`src/hdl/suffix_automaton_predictor_with_queries_top_macros.svh`:
```
// Assertion macros used by the predictor top module.
`ifndef SUFFIX_AUTOMATON_PREDICTOR_WITH_QUERIES_TOP_MACROS_SVH
`define SUFFIX_AUTOMATON_PREDICTOR_WITH_QUERIES_TOP_MACROS_SVH

// Same-cycle implication, clocked on clk, quiet in reset.
`define SAP_ASSERT_IMP(lbl, ante, cons, msg) \
	lbl: assert property (@(posedge clk) disable iff (!arst_n) (ante) |-> (cons)) \
		else $error(msg);

// Next-cycle implication.
`define SAP_ASSERT_NXT(lbl, ante, cons, msg) \
	lbl: assert property (@(posedge clk) disable iff (!arst_n) (ante) |=> (cons)) \
		else $error(msg);

`endif

```
`src/hdl/sap_ram.sv`:
```
// Generic simple dual-port RAM, one write and one registered read port.
module sap_ram #(
	parameter int DEPTH = 16,
	parameter int WIDTH = 8
) (
	input  logic                     clk,
	input  logic                     we,
	input  logic [$clog2(DEPTH)-1:0] waddr,
	input  logic [WIDTH-1:0]         wdata,
	input  logic [$clog2(DEPTH)-1:0] raddr,
	output logic [WIDTH-1:0]         rdata
);

	logic [WIDTH-1:0] mem [DEPTH];

	always_ff @(posedge clk) begin
		if (we) begin
			mem[waddr] <= wdata;
		end
	end

	always_ff @(posedge clk) begin
		rdata <= mem[raddr];
	end

endmodule
```
`config.mk`:
```
export PLATFORM = sky130hd
export DESIGN_NAME = sap_ram
export DESIGN_NICKNAME = d
export VERILOG_FILES = /design/src/hdl/suffix_automaton_predictor_with_queries_top_macros.svh /design/src/hdl/sap_ram.sv
export SDC_FILE = /design/constraint.sdc
export NUM_CORES = 1
export LEC_CHECK = 0
export BUFFER_PORTS_ARGS = -buffer_cell sky130_fd_sc_hd__buf_2
export CELL_PAD_IN_SITES_DETAIL_PLACEMENT = 0
export CELL_PAD_IN_SITES_GLOBAL_PLACEMENT = 1
export CORE_ASPECT_RATIO = 1.25
export CORE_UTILIZATION = 40
export CTS_CLUSTER_DIAMETER = 40
export CTS_CLUSTER_SIZE = 16
export DETAILED_ROUTE_END_ITERATION = 16
export PLACE_DENSITY = 0.67
export SLEW_MARGIN = 20
export SYNTH_ARGS = -nofsm -noshare
export SYNTH_HDL_FRONTEND = slang
export SYNTH_SLANG_ARGS = --single-unit
```
`constraint.sdc`:
```
create_clock -name clk -period 2.11 [get_ports clk]
set_clock_uncertainty 0.1 [all_clocks]
set_input_delay 0.3165 -clock clk [delete_from_list [all_inputs] [get_ports clk]]
set_output_delay 0.3165 -clock clk [all_outputs]
set_load 0.1 [all_outputs]
```
==> PnR_summary.wiki, run 1 <==
{| class="wikitable"
! Metric !! Value
|-
| IO buf count || 25
|-
| Arrival time reported for the critical path endpoint || 1.21 ns
|-
| Die area || 13300 sq um
|-
| Endpoint class of the critical path || output port
|-
| Count of yosys warnings during synthesis || 0
|-
| Total buffers and inverters traversed by the critical path || 1
|-
| Final RePlAce weighted congestion || 0.723
|-
| Area fraction of the dominant cell type after synthesis || 0.747
|-
| Post-route worst setup slack || 0.483 ns
|-
| Clock tree root driver cell || clkbuf_16
|-
| Routed wire length || 9.22 mm
|-
| Synth area leader || edfxtp_1
|-
| Clock transition at the registers of the reported paths || 0.05 ns
|-
| Data required, critical path || 1.69 ns
|-
| Worst-case clock buffer depth || 2
|-
| Share of the core filled with cells || 0.500
|-
| Most common cell after layout, fill and taps aside || edfxtp_1
|-
| Worst slew margin || 0.669
|-
| Time the worst path needs with I/O delays and setup || 1.63 ns
|-
| Vias/cell || 5.17
|-
| Slowest cell delay on critical path || 0.44 ns
|-
| Final setup violation count || 0
|-
| First DRT Iteration DRCs || 127
|-
| Antenna violations before repair || 0
|-
| Synth area leaders || edfxtp_1 75%, mux4_2 7.9%, mux4_1 7.1%
|-
| Number of buffers added for setup after CTS || 0
|-
| Initial Util || 0.417
|-
| Final-stage net count || 305
|-
| TritonRoute pass-1 iters || 4
|-
| Total inserted antenna cells || 0
|-
| Accumulated negative setup slack || 0 ns
|-
| Worst IR Drop VDD || 362 uV
|-
| Worst hold path class || in -> reg
|-
| Total grt overflow || 0
|-
| Boundary Pins || 26
|-
| Kind of critical path || reg -> out
|-
| Final cycle utilization of the critical path || 0.771
|-
| Worst setup SP type || register
|-
| Wire length of the first global-routing pass || 14.4 mm
|-
| Clock latency reported for the late side of the worst-skew pair || 0.40 ns
|-
| Number of register bits inferred by synthesis || 136
|-
| Actual transition at the worst max-transition pin || 0.499 ns
|-
| Post-Synthesis Cells || 229
|-
| Number of buffers inserted during clock tree synthesis || 17
|-
| Cell leakage power || 2.11 nW
|-
| Cell-by-cell trace of the critical path || buf_2
|-
| Sequential area share after synthesis || 0.778
|-
| Detailed-route via count || 2398
|-
| Hold buffer count at CTS || 0
|-
| Row count || 45
|-
| Cell Area, Synth || 5150 sq um
|-
| Number of levels in the clock H-tree || 4
|-
| Die Ht || 129 um
|-
| Result of the run || finished clean
|-
| Total global routing track utilization || 0.157
|-
| Critical-path maximum fanout || 1
|-
| # clock sinks || 136
|-
| Largest delay contributor family on the critical path || buffers and inverters
|-
| Clock tree from TritonCTS || built
|-
| Maximum number of pins on one net before global-route repair || 33
|-
| Maximum frequency from static timing analysis || 615 MHz
|-
| Placement-stage worst setup slack || 0.291 ns
|-
| DRC violations left || 0
|-
| Share of layout cells above drive strength 1 || 0.320
|-
| Avg Cell Area, Syn || 22.5 sq um
|-
| HPWL after detailed placement || 6.04 mm
|-
| Die span in x || 103 um
|-
| CP max stage cell || buf_2
|-
| Pins over their slew limit || 0
|-
| DRT antenna net count || 0
|-
| Area of the placeable core || 12300 sq um
|-
| Synth unique cells || 19
|-
| Number of max-capacitance violations reported || 0
|-
| Count of final hold-check violations || 0
|-
| Register-to-register path setup slack || 0.67 ns
|-
| Commonest non-fill, non-tap cells in the layout || 128 x edfxtp_1, 25 x buf_2, 21 x buf_4
|-
| Vias in the first global route || 2527
|-
| Total power per unit cell area || 996 nW/um^2
|-
| Total nets after synthesis || 247
|-
| Post-DR wirelength/cell || 19.9 um
|-
| Post-CTS Resized || 0
|-
| Setup repair after global routing missed its margin || no
|-
| Area added between synthesis and finish || 19.7%
|}
[final timing paths]
path                            startpoint        end  cells past startpoint
worst max-delay path              rdata[4]   rdata[4]                      1
worst min-delay path              wdata[0]  mem[0][0]                      1
worst max register to register   mem[1][2]   rdata[2]                      3
worst min register to register  mem[14][2]   rdata[2]                      3
[layout make-up]
class	count	area, sq um
clock inverters	10	77.6
flip-flops and latches	136	4000
clock buffers	22	474
fillers	987	6170
repair buffers	49	343
well taps	164	205
multi-input cells	83	1060
[registers in the layout (all words and copies together), names as in the netlist]
register  cells
mem         128
rdata         8
[through the flow]
| step | area [sq um] | instances | hold WS [ns] | power (W) |
|---|---|---|---|---|
| after CTS | 6160 | 464 | 0.186 | 0.00618 |
| after global routing | 6160 | 464 | 0.207 | 0.00631 |
| final | 6160 | 464 | 0.202 | 0.00613 |
| after floorplan | 5150 | 229 | 0.315 | 0.00337 |
| after detailed placement | 5610 | 432 | 0.568 | 0.00351 |
| after global placement | 5610 | 432 | 0.554 | 0.00350 |
[power by group]
| group | leakage, nW | switching [W] | internal [W] | total [W] |
|---|---|---|---|---|
| Combinational | 0.611 | 0.000281 | 0.000128 | 0.000409 |
| Clock | 0.271 | 0.000993 | 0.00169 | 0.00269 |
| Sequential | 1.22 | 0.0000162 | 0.00302 | 0.00304 |
[Yosys cell counts]
cell type	instances
buf_4	1
or3b_2	1
nand2_1	9
nand2b_1	2
a22oi_1	16
and2_1	1
nor3_1	4
mux4_1	14
buf_6	3
mux4_2	18
and2b_1	1
buf_2	3
nand3b_1	2
nor2_1	13
clkdlybuf4s25_2	3
edfxtp_1	128
nand3_1	1
nor2b_1	1
dfxtp_1	8
[routing by layer]
metal / GRT usage / routed length, um
met1: 0.199 / 3800
met3: 0.0380 / 365
met4: 0.0597 / 96
met2: 0.261 / 4950
met5: 0 / 0
[cells by family after synthesis]
group,share of synthesized area
buf+inv,0.0168
flops,0.778
simple gates,0.0318
mux,0.150
compound gates,0.0233
(Power assumes the default switching activity.)
==> run 2: changes to the inputs <==
--- a/config.mk
+++ b/config.mk
@@ -5,6 +5,7 @@
 export SDC_FILE = /design/constraint.sdc
 export NUM_CORES = 1
 export LEC_CHECK = 0
+export ABC_AREA = 1
 export BUFFER_PORTS_ARGS = -buffer_cell sky130_fd_sc_hd__buf_2
 export CELL_PAD_IN_SITES_DETAIL_PLACEMENT = 0
 export CELL_PAD_IN_SITES_GLOBAL_PLACEMENT = 1
@@ -13,7 +14,7 @@
 export CTS_CLUSTER_DIAMETER = 40
 export CTS_CLUSTER_SIZE = 16
 export DETAILED_ROUTE_END_ITERATION = 16
-export PLACE_DENSITY = 0.67
+export PLACE_DENSITY = 0.72
 export SLEW_MARGIN = 20
 export SYNTH_ARGS = -nofsm -noshare
 export SYNTH_HDL_FRONTEND = slang
==> constraint.sdc (replaced) <==
create_clock -name clk -period 1.7 [get_ports clk]
set_clock_uncertainty 0.1 [all_clocks]
set_input_delay 0.255 -clock clk [delete_from_list [all_inputs] [get_ports clk]]
set_output_delay 0.255 -clock clk [all_outputs]
set_load 0.1 [all_outputs]
==> PnR_summary.wiki, run 2 <==
{| class="wikitable"
! Metric !! Value
|-
| Worst hold path class || in -> reg (unchanged)
|-
| Post-CTS Resized || 0 (unchanged)
|-
| Worst IR Drop VDD || 555 uV (was 362 uV)
|-
| Maximum number of pins on one net before global-route repair || 41 (was 33)
|-
| Accumulated negative setup slack || 0 ns (unchanged)
|-
| Total grt overflow || 0 (unchanged)
|-
| TritonRoute pass-1 iters || 4 (unchanged)
|-
| Total global routing track utilization || 0.196 (was 0.157)
|-
| Pins over their slew limit || 0 (unchanged)
|-
| Final setup violation count || 0 (unchanged)
|-
| Actual transition at the worst max-transition pin || 0.488 ns (was 0.499 ns)
|-
| Design Power || 0.00801 W (was 0.00613 W)
|-
| Endpoint class of the critical path || output port (unchanged)
|-
| Most frequent cell after synthesis || nand2_1 (was edfxtp_1)
|-
| Avg Cell Area, Syn || 10.5 sq um (was 22.5 sq um)
|-
| Final-stage net count || 616 (was 305)
|-
| Commonest non-fill, non-tap cells in the layout || 173 x nand2_1, 128 x edfxtp_1, 100 x inv_1 (was 128 x edfxtp_1, 25 x buf_2, 21 x buf_4)
|-
| CP max stage cell || buf_2 (unchanged)
|-
| DRC violations left || 0 (unchanged)
|-
| Sequential area share after synthesis || 0.694 (was 0.778)
|-
| Clock tree from TritonCTS || built (unchanged)
|-
| Vias in the first global route || 3785 (was 2527)
|-
| Setup repair after global routing missed its margin || no (unchanged)
|-
| Routed wire length || 13.0 mm (was 9.22 mm)
|-
| Final cycle utilization of the critical path || 0.925
|-
| Total buffers and inverters traversed by the critical path || 1 (unchanged)
|-
| Number of max-capacitance violations reported || 0 (unchanged)
|-
| Number of register bits inferred by synthesis || 136 (unchanged)
|-
| Cell Area, Synth || 5770 sq um (was 5150 sq um)
|-
| Post-synth EDFFs || 128 (unchanged)
|-
| Register with the most flip-flops || mem (unchanged)
|-
| Most common cell after layout, fill and taps aside || nand2_1 (was edfxtp_1)
|-
| Synth area leaders || edfxtp_1 67%, nand2_1 11%, nand3_1 8.4% (was edfxtp_1 75%, mux4_2 7.9%, mux4_1 7.1%)
|-
| Number of buffers inserted during clock tree synthesis || 17 (unchanged)
|-
| Clock latency reported for the late side of the worst-skew pair || 0.41 ns (was 0.40 ns)
|-
| Hold buffer count at CTS || 0 (unchanged)
|-
| Worst slew margin || 0.677 (was 0.669)
|-
| Result of the run || finished clean (unchanged)
|-
| Initial Util || 0.414 (was 0.417)
|-
| Clock transition at the registers of the reported paths || 0.06 ns (was 0.05 ns)
|-
| Slowest cell delay on critical path || 0.44 ns (about the same)
|-
| Flip-flop count of the largest register after layout || 128 (unchanged)
|-
| Post-Synthesis Cells || 551 (was 229)
|-
| Final RePlAce weighted congestion || 0.834 (was 0.723)
|-
| Area added between synthesis and finish || 17.0% (was 19.7%)
|-
| Total nets after synthesis || 569 (was 247)
|-
| Synth area leader || edfxtp_1 (unchanged)
|-
| Total inserted antenna cells || 0 (unchanged)
|-
| Row count || 48 (was 45)
|-
| Origin of the critical flop-to-flop path || mem[7][5] (was mem[1][2])
|-
| IO buf count || 25 (unchanged)
|-
| First DRT Iteration DRCs || 208 (was 127)
|-
| Arrival time reported for the critical path endpoint || 1.22 ns (was 1.21 ns)
|-
| Share of the core filled with cells || 0.484 (was 0.500)
|-
| Worst Hold Launch || raddr[3] (was wdata[0])
|-
| Synth unique cells || 12 (was 19)
|-
| Worst-case clock buffer depth || 2 (unchanged)
|-
| Cell-by-cell trace of the critical path || buf_2 (unchanged)
|-
| Maximum frequency from static timing analysis || 636 MHz
|-
| Ranking of synthesized cells by instance count || 173 x nand2_1, 128 x edfxtp_1, 100 x inv_1 (was 128 x edfxtp_1, 18 x mux4_2, 16 x a22oi_1)
|-
| Share of layout cells above drive strength 1 || 0.137 (was 0.320)
|-
| Boundary Pins || 26 (unchanged)
|-
| Critical-path maximum fanout || 1 (unchanged)
|-
| Total power per unit cell area || 1190 nW/um^2 (was 996 nW/um^2)
|-
| Antenna violations before repair || 0 (unchanged)
|-
| Largest delay contributor family on the critical path || buffers and inverters (unchanged)
|-
| Largest registers || mem: 128 flops, rdata: 8 flops (unchanged)
|-
| Number of placed cells counting well taps || 754 (was 432)
|-
| Kind of critical path || reg -> out (unchanged)
|-
| Final cell count without fillers || 786 (was 464)
|-
| Die Ht || 136 um (was 129 um)
|-
| Data required, critical path || 1.34 ns (was 1.69 ns)
|-
| HPWL after detailed placement || 8.40 mm (was 6.04 mm)
|-
| Clock tree root driver cell || clkbuf_16 (unchanged)
|-
| Die span in x || 109 um (was 103 um)
|-
| Worst setup SP type || register (unchanged)
|-
| Post-DR wirelength/cell || 16.6 um (was 19.9 um)
|-
| Cell leakage power || 2.95 nW (was 2.11 nW)
|-
| Number of levels in the clock H-tree || 4 (unchanged)
|-
| Area fraction of the dominant cell type after synthesis || 0.667 (was 0.747)
|-
| Wire length of the first global-routing pass || 20.5 mm (was 14.4 mm)
|-
| Count of final hold-check violations || 0 (unchanged)
|-
| Count of yosys warnings during synthesis || 0 (unchanged)
|-
| Most instantiated flip-flop cell in the synthesis netlist || edfxtp_1 (unchanged)
|-
| Die area || 14900 sq um (was 13300 sq um)
|-
| Detailed-route via count || 3788 (was 2398)
|-
| DRT antenna net count || 0 (unchanged)
|-
| Time the worst path needs with I/O delays and setup || 1.57 ns
|-
| Number of buffers added for setup after CTS || 0 (unchanged)
|-
| Share of synthesized flip-flops with an asynchronous set or reset || 0 (unchanged)
|-
| Vias/cell || 4.82 (was 5.17)
|-
| # clock sinks || 136 (unchanged)
|-
| Worst setup startpoint || rdata[2] (was rdata[4])
|-
| Area of the placeable core || 13900 sq um (was 12300 sq um)
|}
## run 2: changes by cell type after synthesis, moves of 4 or more
cell     change
nand3_1     +96
buf_2       +10
a22oi_1     -16
nor3_1       -4
nor2_1       +4
mux4_1      -14
inv_1      +100
nand2_1    +164
mux4_2      -18
## run 2: worst register-to-register path, delay by kind of cell, from the launching register on
family	cells	cell delay, ns
buffers and inverters	1	0.07
DFF	1	0.36
and+or+nand+nor	5	0.53
## run 2: through the flow
step / worst slack [ns] / instance area [sq um] / hold WS, ns
detailed placement: 0.118 / 6160 / 0.482
finish: 0.127 / 6750 / 0.0564
global route: 0.0997 / 6750 / 0.0726
CTS: 0.0913 / 6750 / 0.0404
global placement: 0.118 / 6160 / 0.481
floorplan: 0.394 / 5770 / 0.254
## run 2: worst paths after layout
path         slack, ns  cells past startpoint  endpoint
max reg2reg       0.53                      6  rdata[5]
min reg2reg       0.55                      6  rdata[6]
min               0.06                      3  rdata[6]
max               0.13                      1  rdata[2]
## run 2: final cells by class
class	instances	area [sq um]
Fill cell	1284	7190
Sequential cell	136	4000
Multi-Input combinational cell	289	1210
Clock buffer	17	425
Inverter	102	383
Timing Repair Buffer	52	340
Tap cell	175	219
Clock inverter	15	160
## run 2: logic make-up after synthesis
| group | share of synthesized area |
|---|---|
| buf+inv | 0.0952 |
| flops | 0.694 |
| simple gates | 0.210 |
## run 2: power by group
group	leakage, nW	switching (W)	internal [W]
combinational	1.44	0.000475	0.000142
sequential	1.22	0.0000256	0.00375
clock	0.287	0.00134	0.00228
## run 2: metal layers
metal  GRT usage  share of wire
met2       0.328           0.51
met1       0.233           0.42
met5           0              0
met4       0.104          0.037
met3      0.0451          0.039
